## src/rtl/pisc_pkg.sv

```systemverilog
// ----------------------------------------------------------------------------
// PID integral separation clamp - package
// Types, register indexes and constants shared by the unit's modules.
// ----------------------------------------------------------------------------
`default_nettype none

package pisc_pkg;

    localparam int unsigned PISC_DRIVE_OFFSET = 0;

    localparam int CFG_IDX_W = 4;
    typedef logic [CFG_IDX_W-1:0] cfg_idx_t;

    localparam cfg_idx_t REG_GAIN_P      = 4'd0;
    localparam cfg_idx_t REG_GAIN_I      = 4'd1;
    localparam cfg_idx_t REG_GAIN_D      = 4'd2;
    localparam cfg_idx_t REG_SEP_THR     = 4'd3;
    localparam cfg_idx_t REG_INT_UPPER   = 4'd4;
    localparam cfg_idx_t REG_INT_LOWER   = 4'd5;
    localparam cfg_idx_t REG_DRIVE_UPPER = 4'd6;
    localparam cfg_idx_t REG_DRIVE_LOWER = 4'd7;

    localparam logic signed [31:0] INT32_MAX = 32'sh7FFF_FFFF;
    localparam logic signed [31:0] INT32_MIN = 32'sh8000_0000;
    localparam logic [15:0]        SEP_THR_RESET = 16'hFFFF;

    typedef struct packed {
        logic signed [15:0] gain_p;
        logic signed [15:0] gain_i;
        logic signed [15:0] gain_d;
        logic [15:0]        sep_thr;
        logic signed [31:0] int_upper;
        logic signed [31:0] int_lower;
        logic signed [31:0] drive_upper;
        logic signed [31:0] drive_lower;
    } pisc_cfg_t;

    // Error, measurement change and updated integral for one item.
    typedef struct packed {
        logic signed [16:0] err;
        logic signed [16:0] dmeas;
        logic signed [31:0] esum;
        logic               restart;
    } pisc_integ_t;

    // The three gain products for one item.
    typedef struct packed {
        logic signed [32:0] prod_p;
        logic signed [47:0] prod_i;
        logic signed [32:0] prod_d;
        logic               restart;
    } pisc_prod_t;

endpackage

`default_nettype wire

```

## src/rtl/pisc_cfg_regs.sv

```systemverilog
// ----------------------------------------------------------------------------
// PID integral separation clamp - configuration registers
// Decodes register writes into the gain, threshold and limit registers.
// ----------------------------------------------------------------------------
`default_nettype none

module pisc_cfg_regs (
    input  wire logic              aclk,
    input  wire logic              aresetn,
    input  wire logic              cfg_valid,
    output logic                   cfg_ready,
    input  wire pisc_pkg::cfg_idx_t cfg_index,
    input  wire logic [31:0]       cfg_data,
    output pisc_pkg::pisc_cfg_t    cfg
);
    import pisc_pkg::*;

    pisc_cfg_t cfg_reg;

    assign cfg_ready = 1'b1;
    assign cfg       = cfg_reg;

    always_ff @(posedge aclk) begin
        if (!aresetn) begin
            cfg_reg.gain_p      <= '0;
            cfg_reg.gain_i      <= '0;
            cfg_reg.gain_d      <= '0;
            cfg_reg.sep_thr     <= SEP_THR_RESET;
            cfg_reg.int_upper   <= INT32_MAX;
            cfg_reg.int_lower   <= INT32_MIN;
            cfg_reg.drive_upper <= INT32_MAX;
            cfg_reg.drive_lower <= INT32_MIN;
        end else if (cfg_valid) begin
            unique case (cfg_index)
                REG_GAIN_P:      cfg_reg.gain_p      <= cfg_data[15:0];
                REG_GAIN_I:      cfg_reg.gain_i      <= cfg_data[15:0];
                REG_GAIN_D:      cfg_reg.gain_d      <= cfg_data[15:0];
                REG_SEP_THR:     cfg_reg.sep_thr     <= cfg_data[15:0];
                REG_INT_UPPER:   cfg_reg.int_upper   <= cfg_data;
                REG_INT_LOWER:   cfg_reg.int_lower   <= cfg_data;
                REG_DRIVE_UPPER: cfg_reg.drive_upper <= cfg_data;
                REG_DRIVE_LOWER: cfg_reg.drive_lower <= cfg_data;
                default: ;
            endcase
        end
    end

endmodule

`default_nettype wire

```

## src/rtl/pisc_integ_stage.sv

```systemverilog
// ----------------------------------------------------------------------------
// PID integral separation clamp - integral stage
// Forms the error, updates the separated and clamped integral and the last
// measurement, and registers the operands for the multiply stage.
// ----------------------------------------------------------------------------
`default_nettype none

module pisc_integ_stage (
    input  wire logic                 aclk,
    input  wire logic                 aresetn,
    input  wire pisc_pkg::pisc_cfg_t  cfg,
    input  wire logic                 in_valid,
    output logic                      in_ready,
    input  wire logic signed [15:0]   setpoint,
    input  wire logic signed [15:0]   measured,
    input  wire logic                 restart,
    output logic                      out_valid,
    input  wire logic                 out_ready,
    output pisc_pkg::pisc_integ_t     out_data
);
    import pisc_pkg::*;

    logic               valid_reg;
    pisc_integ_t        data_reg;
    logic signed [31:0] esum_reg;
    logic signed [31:0] esum_next;
    logic signed [15:0] last_meas_reg;
    logic signed [15:0] last_meas_next;

    logic signed [16:0] err;
    logic signed [16:0] dmeas;
    logic [16:0]        mag;
    logic signed [32:0] sum_wide;
    logic signed [31:0] sum_sat;
    logic signed [31:0] sum_sel;
    logic signed [31:0] sum_clamp;
    logic signed [31:0] lim_up;
    logic signed [31:0] lim_lo;
    logic               load;

    assign in_ready  = !valid_reg || out_ready;
    assign load      = in_valid && in_ready;
    assign out_valid = valid_reg;
    assign out_data  = data_reg;

    always_comb begin
        lim_up = cfg.int_upper;
        lim_lo = cfg.int_lower;

        err   = {setpoint[15], setpoint} - {measured[15], measured};
        dmeas = {measured[15], measured} - {last_meas_reg[15], last_meas_reg};
        mag   = err[16] ? 17'(-err) : 17'(err);

        // Add the error with saturation to the signed 32-bit range.
        sum_wide = {esum_reg[31], esum_reg} + {{16{err[16]}}, err};
        if (sum_wide[32] != sum_wide[31]) begin
            sum_sat = sum_wide[32] ? INT32_MIN : INT32_MAX;
        end else begin
            sum_sat = sum_wide[31:0];
        end

        // Integration pauses while the error magnitude is above the threshold.
        sum_sel = (mag <= {1'b0, cfg.sep_thr}) ? sum_sat : esum_reg;

        // Upper limit first, lower limit second: the lower one wins if crossed.
        sum_clamp = sum_sel;
        if (sum_clamp > lim_up) begin
            sum_clamp = lim_up;
        end
        if (sum_clamp < lim_lo) begin
            sum_clamp = lim_lo;
        end

        if (restart || (cfg.gain_i == 16'sd0)) begin
            esum_next = '0;
        end else begin
            esum_next = sum_clamp;
        end
        last_meas_next = restart ? 16'sd0 : measured;
    end

    always_ff @(posedge aclk) begin
        if (!aresetn) begin
            valid_reg     <= 1'b0;
            esum_reg      <= '0;
            last_meas_reg <= '0;
        end else begin
            if (in_ready) begin
                valid_reg <= in_valid;
            end
            if (load) begin
                esum_reg      <= esum_next;
                last_meas_reg <= last_meas_next;
            end
        end
    end

    always_ff @(posedge aclk) begin
        if (load) begin
            data_reg.err     <= err;
            data_reg.dmeas   <= dmeas;
            data_reg.esum    <= esum_next;
            data_reg.restart <= restart;
        end
    end

endmodule

`default_nettype wire

```

## src/rtl/pisc_mult_stage.sv

```systemverilog
// ----------------------------------------------------------------------------
// PID integral separation clamp - multiply stage
// Forms the proportional, integral and derivative products in parallel.
// ----------------------------------------------------------------------------
`default_nettype none

module pisc_mult_stage (
    input  wire logic                  aclk,
    input  wire logic                  aresetn,
    input  wire pisc_pkg::pisc_cfg_t   cfg,
    input  wire logic                  in_valid,
    output logic                       in_ready,
    input  wire pisc_pkg::pisc_integ_t in_data,
    output logic                       out_valid,
    input  wire logic                  out_ready,
    output pisc_pkg::pisc_prod_t       out_data
);
    import pisc_pkg::*;

    logic               valid_reg;
    pisc_prod_t         data_reg;

    logic signed [32:0] gp_ext;
    logic signed [32:0] err_ext;
    logic signed [47:0] gi_ext;
    logic signed [47:0] esum_ext;
    logic signed [32:0] gd_ext;
    logic signed [32:0] dm_ext;
    logic signed [32:0] prod_p;
    logic signed [47:0] prod_i;
    logic signed [32:0] prod_d;
    logic               load;

    assign in_ready  = !valid_reg || out_ready;
    assign load      = in_valid && in_ready;
    assign out_valid = valid_reg;
    assign out_data  = data_reg;

    always_comb begin
        gp_ext   = {{17{cfg.gain_p[15]}}, cfg.gain_p};
        err_ext  = {{16{in_data.err[16]}}, in_data.err};
        gi_ext   = {{32{cfg.gain_i[15]}}, cfg.gain_i};
        esum_ext = {{16{in_data.esum[31]}}, in_data.esum};
        gd_ext   = {{17{cfg.gain_d[15]}}, cfg.gain_d};
        dm_ext   = {{16{in_data.dmeas[16]}}, in_data.dmeas};
        prod_p   = gp_ext * err_ext;
        prod_i   = gi_ext * esum_ext;
        prod_d   = gd_ext * dm_ext;
    end

    always_ff @(posedge aclk) begin
        if (!aresetn) begin
            valid_reg <= 1'b0;
        end else if (in_ready) begin
            valid_reg <= in_valid;
        end
    end

    always_ff @(posedge aclk) begin
        if (load) begin
            data_reg.prod_p  <= prod_p;
            data_reg.prod_i  <= prod_i;
            data_reg.prod_d  <= prod_d;
            data_reg.restart <= in_data.restart;
        end
    end

endmodule

`default_nettype wire

```

## src/rtl/pisc_drive_stage.sv

```systemverilog
// ----------------------------------------------------------------------------
// PID integral separation clamp - drive stage
// Sums the products, scales by 2^-8, applies the offset and the drive limits,
// and holds the result beat.
// ----------------------------------------------------------------------------
`default_nettype none

module pisc_drive_stage #(
    parameter int unsigned DRIVE_OFFSET = pisc_pkg::PISC_DRIVE_OFFSET
) (
    input  wire logic                 aclk,
    input  wire logic                 aresetn,
    input  wire pisc_pkg::pisc_cfg_t  cfg,
    input  wire logic                 in_valid,
    output logic                      in_ready,
    input  wire pisc_pkg::pisc_prod_t in_data,
    output logic                      out_valid,
    input  wire logic                 out_ready,
    output logic [31:0]               drive
);
    import pisc_pkg::*;

    localparam logic signed [41:0] OFS = 42'(DRIVE_OFFSET);

    logic               valid_reg;
    logic [31:0]        drive_reg;
    logic [31:0]        drive_next;

    logic signed [48:0] acc;
    logic signed [40:0] scaled;
    logic signed [41:0] moved;
    logic signed [41:0] clamped;
    logic signed [41:0] lim_up;
    logic signed [41:0] lim_lo;
    logic               load;

    assign in_ready  = !valid_reg || out_ready;
    assign load      = in_valid && in_ready;
    assign out_valid = valid_reg;
    assign drive     = drive_reg;

    always_comb begin
        acc = {{16{in_data.prod_p[32]}}, in_data.prod_p}
            + {in_data.prod_i[47], in_data.prod_i}
            - {{16{in_data.prod_d[32]}}, in_data.prod_d};
        // Arithmetic shift by 8: floor division of the Q.8 sum.
        scaled = acc[48:8];

        // The offset pushes a nonzero result away from zero.
        if (scaled > 41'sd0) begin
            moved = {scaled[40], scaled} + OFS;
        end else if (scaled < 41'sd0) begin
            moved = {scaled[40], scaled} - OFS;
        end else begin
            moved = '0;
        end

        lim_up  = {{10{cfg.drive_upper[31]}}, cfg.drive_upper};
        lim_lo  = {{10{cfg.drive_lower[31]}}, cfg.drive_lower};
        clamped = moved;
        if (clamped > lim_up) begin
            clamped = lim_up;
        end
        if (clamped < lim_lo) begin
            clamped = lim_lo;
        end

        drive_next = in_data.restart ? 32'd0 : clamped[31:0];
    end

    always_ff @(posedge aclk) begin
        if (!aresetn) begin
            valid_reg <= 1'b0;
        end else if (in_ready) begin
            valid_reg <= in_valid;
        end
    end

    always_ff @(posedge aclk) begin
        if (load) begin
            drive_reg <= drive_next;
        end
    end

endmodule

`default_nettype wire

```

## src/rtl/pid_integral_separation_clamp_unit.sv

```systemverilog
// ----------------------------------------------------------------------------
// PID integral separation clamp unit - top level
// Positional PID controller with integral separation, integral and drive
// clamps, and derivative on measurement.
// ----------------------------------------------------------------------------
// Each input beat carries a setpoint and a measurement and produces exactly
// one drive beat, in order. The unit accepts a new beat every clock cycle
// while the result side does not stall, and a result passes through the
// input register, integral stage, multiply stage and drive register. Every
// stage has its own valid bit, so the input side keeps taking beats into
// empty stages while a finished drive waits to be taken. The integral and the
// last measurement are updated in the integral stage, one item per cycle
// while it is not stalled, and that feedback loop sets the clock rate
// together with the three parallel gain multiplies. A beat with tuser set
// (restart) clears the integral and the last measurement and yields a drive
// of zero. Configuration writes are taken at any time but must only be issued
// while no beats are in flight; writes to unknown indexes are dropped.
// ----------------------------------------------------------------------------
`default_nettype none

module pid_integral_separation_clamp_unit #(
    parameter int unsigned DRIVE_OFFSET = pisc_pkg::PISC_DRIVE_OFFSET
) (
    input  wire logic               aclk,
    input  wire logic               aresetn,
    // Input stream.
    input  wire logic               s_tvalid,
    output logic                    s_tready,
    input  wire logic [31:0]        s_tdata,   // [15:0] setpoint, [31:16] measured
    input  wire logic               s_tuser,   // [0] restart
    // Result stream.
    output logic                    m_tvalid,
    input  wire logic               m_tready,
    output logic [31:0]             m_tdata,   // [31:0] drive
    // Configuration write channel.
    input  wire logic               cfg_valid,
    output logic                    cfg_ready,
    input  wire pisc_pkg::cfg_idx_t cfg_index,
    input  wire logic [31:0]        cfg_data
);
    import pisc_pkg::*;

    pisc_cfg_t          cfg;

    // Input register.
    logic               in_valid_reg;
    logic signed [15:0] in_setpoint_reg;
    logic signed [15:0] in_measured_reg;
    logic               in_restart_reg;
    logic               s_load;

    logic               integ_ready;
    logic               integ_valid;
    pisc_integ_t        integ_data;
    logic               mult_ready;
    logic               mult_valid;
    pisc_prod_t         mult_data;
    logic               drive_ready;

    assign s_tready = !in_valid_reg || integ_ready;
    assign s_load   = s_tvalid && s_tready;

    always_ff @(posedge aclk) begin
        if (!aresetn) begin
            in_valid_reg <= 1'b0;
        end else if (s_tready) begin
            in_valid_reg <= s_tvalid;
        end
    end

    always_ff @(posedge aclk) begin
        if (s_load) begin
            in_setpoint_reg <= s_tdata[15:0];
            in_measured_reg <= s_tdata[31:16];
            in_restart_reg  <= s_tuser;
        end
    end

    pisc_cfg_regs u_cfg_regs (
        .aclk      (aclk),
        .aresetn   (aresetn),
        .cfg_valid (cfg_valid),
        .cfg_ready (cfg_ready),
        .cfg_index (cfg_index),
        .cfg_data  (cfg_data),
        .cfg       (cfg)
    );

    pisc_integ_stage u_integ_stage (
        .aclk      (aclk),
        .aresetn   (aresetn),
        .cfg       (cfg),
        .in_valid  (in_valid_reg),
        .in_ready  (integ_ready),
        .setpoint  (in_setpoint_reg),
        .measured  (in_measured_reg),
        .restart   (in_restart_reg),
        .out_valid (integ_valid),
        .out_ready (mult_ready),
        .out_data  (integ_data)
    );

    pisc_mult_stage u_mult_stage (
        .aclk      (aclk),
        .aresetn   (aresetn),
        .cfg       (cfg),
        .in_valid  (integ_valid),
        .in_ready  (mult_ready),
        .in_data   (integ_data),
        .out_valid (mult_valid),
        .out_ready (drive_ready),
        .out_data  (mult_data)
    );

    pisc_drive_stage #(
        .DRIVE_OFFSET (DRIVE_OFFSET)
    ) u_drive_stage (
        .aclk      (aclk),
        .aresetn   (aresetn),
        .cfg       (cfg),
        .in_valid  (mult_valid),
        .in_ready  (drive_ready),
        .in_data   (mult_data),
        .out_valid (m_tvalid),
        .out_ready (m_tready),
        .drive     (m_tdata)
    );

endmodule

`default_nettype wire

```

## config.mk

```make
export PLATFORM = sky130hd
export DESIGN_NAME = pid_integral_separation_clamp_unit
export DESIGN_NICKNAME = d
export VERILOG_FILES = /design/src/rtl/pisc_pkg.sv /design/src/rtl/pisc_cfg_regs.sv /design/src/rtl/pisc_integ_stage.sv /design/src/rtl/pisc_mult_stage.sv /design/src/rtl/pisc_drive_stage.sv /design/src/rtl/pid_integral_separation_clamp_unit.sv
export SDC_FILE = /design/constraint.sdc
export NUM_CORES = 2
export LEC_CHECK = 0
export ABC_AREA = 1
export BUFFER_PORTS_ARGS = -buffer_cell sky130_fd_sc_hd__buf_2
export CAP_MARGIN = 10
export CORE_ASPECT_RATIO = 0.7
export CORE_MARGIN = 2
export CORE_UTILIZATION = 65
export DETAILED_ROUTE_END_ITERATION = 10
export HOLD_SLACK_MARGIN = 0.06
export PLACE_DENSITY = 0.88
export SYNTH_ARGS = -nofsm -noshare
export SYNTH_HDL_FRONTEND = slang
export SYNTH_SLANG_ARGS = --single-unit
```

## constraint.sdc

```tcl
create_clock -name aclk -period 26.5 [get_ports aclk]
set_input_delay 0 -clock aclk [delete_from_list [all_inputs] [get_ports aclk]]
set_output_delay 0 -clock aclk [all_outputs]
set_load 0.01 [all_outputs]
```

==> reports/results.ini <==
[status]
status=finished, final reports clean

[detailed_routing]
routed_wl_um=202000
ant_nets=0
wl_per_cell_um=20.9
firstDrtPassIters=8
vias=56203
viasPerCell=5.84
drt_iter0_drc=6915
drc=0

[min_path]
hold_path_class=in -> reg

[layout]
layout-drive-gt1-share=0.0475
largest_reg_flops=192
nets=9941
syn_to_final_growth_pct=6.42
utilization=0.701

[worst_setup_path]
critPathMaxFanout=48
required_ns=27.06
crit_arrival_ns=13.16
slowest_stage=nand3_2
cp-start-kind=register
crit_top_cell=nand2_1
end_kind=register
critical_path_class=reg -> reg
slowest_delay_ns=0.78

[clock_network]
clk_root_buffer_cell=clkbuf_16
clkTransAtPathRegs_ns=0.07
cts_tree=yes
cts_buffers=51
clock-sinks=491
htreeDepth=2
cts_max_path_buffers=3
clk-insertion-delay-late_ns=0.66
ctsResizeCount=0

[synth]
synthTopCellsByArea=fa_1 32%, inv_1 12%, edfxtp_1 11%, ha_1 10%, nand2_1 9.1%
synth_area_per_cell_um2=8.24
synth-seq-cells=491
synth_top_family_by_area=adder cells
synth_cells=8198
synthMuxAreaShare=0
ys.warnings.count=0
synth_simple_gate_area_frac=0.140
synthAdderAreaFrac=0.425
netlist_area_um2=67600
synth.distinct_cells=58
synthDominantCellAreaShare=0.322
synth_xor_xnor_area_share=0.0274
synth_compound_area_frac=0.0865
ys_seq_area_frac=0.182
synth_top_area_cell=fa_1
syn-num-nets=9917

[placement]
gp_congestion=0.975
pre_cts_ws_ns=14.14
dpl.hpwl_um=156000
portBuffers=107

[global_routing]
grt_use_total=0.384
grt_pass1_vias=57479
grt_pass1_wl_um=316000
grt_antenna_before_repair=10
overflow=0
grt_max_degree=110

[sta]
slew_headroom=0.169
rsz0062_at_grt=no
holdWs_ns=0.0679
setup_viol=0
worst_slack_ns=13.90
fin_worst_skew_ns=0.0431
max_freq_mhz=79.3
period_needed_ns=12.61
drv_slew=0
tightest_slew_ns=1.24
final.setup.tns_ns=0
fin_crit_sh=0.476
final_hold_viol_count=0

[power_and_ir_drop]
ir_drop_mv=0.106
comb_power_share=0.547
power.density_nw_per_um2=52.6
p_switching_w=0.00181
internal_power_w=0.00198
leakage_nw=36.0
swShare=0.478
p_clk_frac=0.207
p_seq_frac=0.246
finalPower_w=0.00378

[die]
io_pins=109
core_area_um2=103000
die_w_um=389
std_cell_rows=98
die_area_um2=107000
die_height_um=274
start_util=0.659

[job]
cap_viol_max_count=0

-- power by group through the flow --
stage	clock network (W)	registers (W)	logic (W)
finish	0.000784	0.000930	0.00207
global route	0.000809	0.000931	0.00228
CTS	0.000781	0.000925	0.00200
detailed placement	0	0.000941	0.00197
global placement	0	0.000940	0.00191
floorplan	0	0.000916	0.00141
-- what timing repair did --
action / 4_1_cts / 5_1_grt
hold buffers: 83 / 1
setup buffers: 0 / 0
hold endpoints to repair: 262 / 1
-- critical path: cells and delay by family (launching register included) --
kind | cells | cell delay, ns
fa+ha+maj | 6 | 2.39
flops | 1 | 0.42
simple gates | 32 | 4.67
xor+xnor | 1 | 0.21
buf+inv | 9 | 2.65
compound gates | 9 | 2.11
-- cell usage in the layout, fill, tap and decap left out, types with 9 or more instances in the layout --
cell type and n:
a211oi_1 25, a21o_1 15, a21oi_1 460, a31oi_1 41, buf_2 106, buf_4 93
clkbuf_1 10, clkbuf_16 53, clkbuf_8 10, clkinv_1 9, dfxtp_1 244, dlygate4sd3_1 84
edfxtp_1 247, fa_1 1088, ha_1 557, inv_1 2154, nand2_1 1641, nand3_1 205
nand3_2 13, nand4_1 33, nor2_1 294, nor3_1 21, nor4_1 12, o211ai_1 75
o21a_1 14, o21ai_0 360, o21ai_1 9, o21bai_1 11, or2_2 67, xnor2_1 61
xor2_1 147
-- metrics by stage --
stage | instance area (um2) | cells
6_report | 71900 | 9622
5_1_grt | 71900 | 9617
4_1_cts | 71900 | 9613
3_5_place_dp | 69300 | 9434
3_3_place_gp | 69300 | 9434
2_1_floorplan | 67600 | 8198
-- synthesized netlist by cell type, drive strengths merged --
cell type / count
a221oi: 3
nand2: 1653
a211oi: 25
o221a: 1
nand4: 33
conb: 1
xor2: 149
nor4b: 1
nor4: 12
nand3: 219
o2111ai: 2
a211o: 1
nand3b: 6
o21a: 14
inv: 2158
a22o: 7
a22oi: 6
nor3: 21
buf: 29
nor2: 300
a21o: 15
clkinv: 6
and2: 5
ha: 557
o221ai: 6
a21oi: 463
o21bai: 11
clkbuf: 283
a21boi: 10
fa: 1088
a31oi: 41
a41oi: 1
o31a: 1
edfxtp: 247
or2: 67
o211ai: 75
o21ai: 370
o311ai: 2
a2111oi: 1
xnor2: 61
o31ai: 2
dlygate4sd1: 1
dfxtp: 244
-- layout make-up --
type | instances | area [um2]
diodes | 7 | 17.5
clock buffers | 73 | 1500
clock inverters | 23 | 273
fillers | 7609 | 30700
inverters | 2164 | 8130
multi-input cells | 5230 | 45900
flip-flops and latches | 491 | 12300
well taps | 1350 | 1690
repair buffers | 284 | 2080
-- cell families after synthesis --
logic type,count (synthesis)
simple gates,2317
compound gates,1057
other cells,1
flops,491
xor+xnor,210
fa+ha+maj,1645
buf+inv,2477
-- path summary, 6_finish.rpt --
kind	start	to	slack, ns	depth (start not counted)
setup / recovery	in_measured_reg[0]	u_integ_stage.esum_reg[12]	13.90	57
hold reg to reg	u_integ_stage.out_data[0]	u_mult_stage.out_data[0]	0.42	0
setup reg to reg	in_measured_reg[0]	u_integ_stage.esum_reg[12]	13.90	57
hold / removal	s_tdata[10]	in_setpoint_reg[10]	0.07	2
-- layer usage --
| layer | share of wire | track usage | routed length, um | vias to the layer above |
|---|---|---|---|---|
| li1 | - | - | - | 24731 |
| met1 | 0.38 | 0.537 | 77200 | 26925 |
| met2 | 0.42 | 0.567 | 84300 | 3844 |
| met3 | 0.15 | 0.115 | 30400 | 693 |
| met4 | 0.047 | 0.147 | 9530 | 10 |
| met5 | 0.00040 | 0 | 80 | - |
Power figures use the tool's default switching activity.
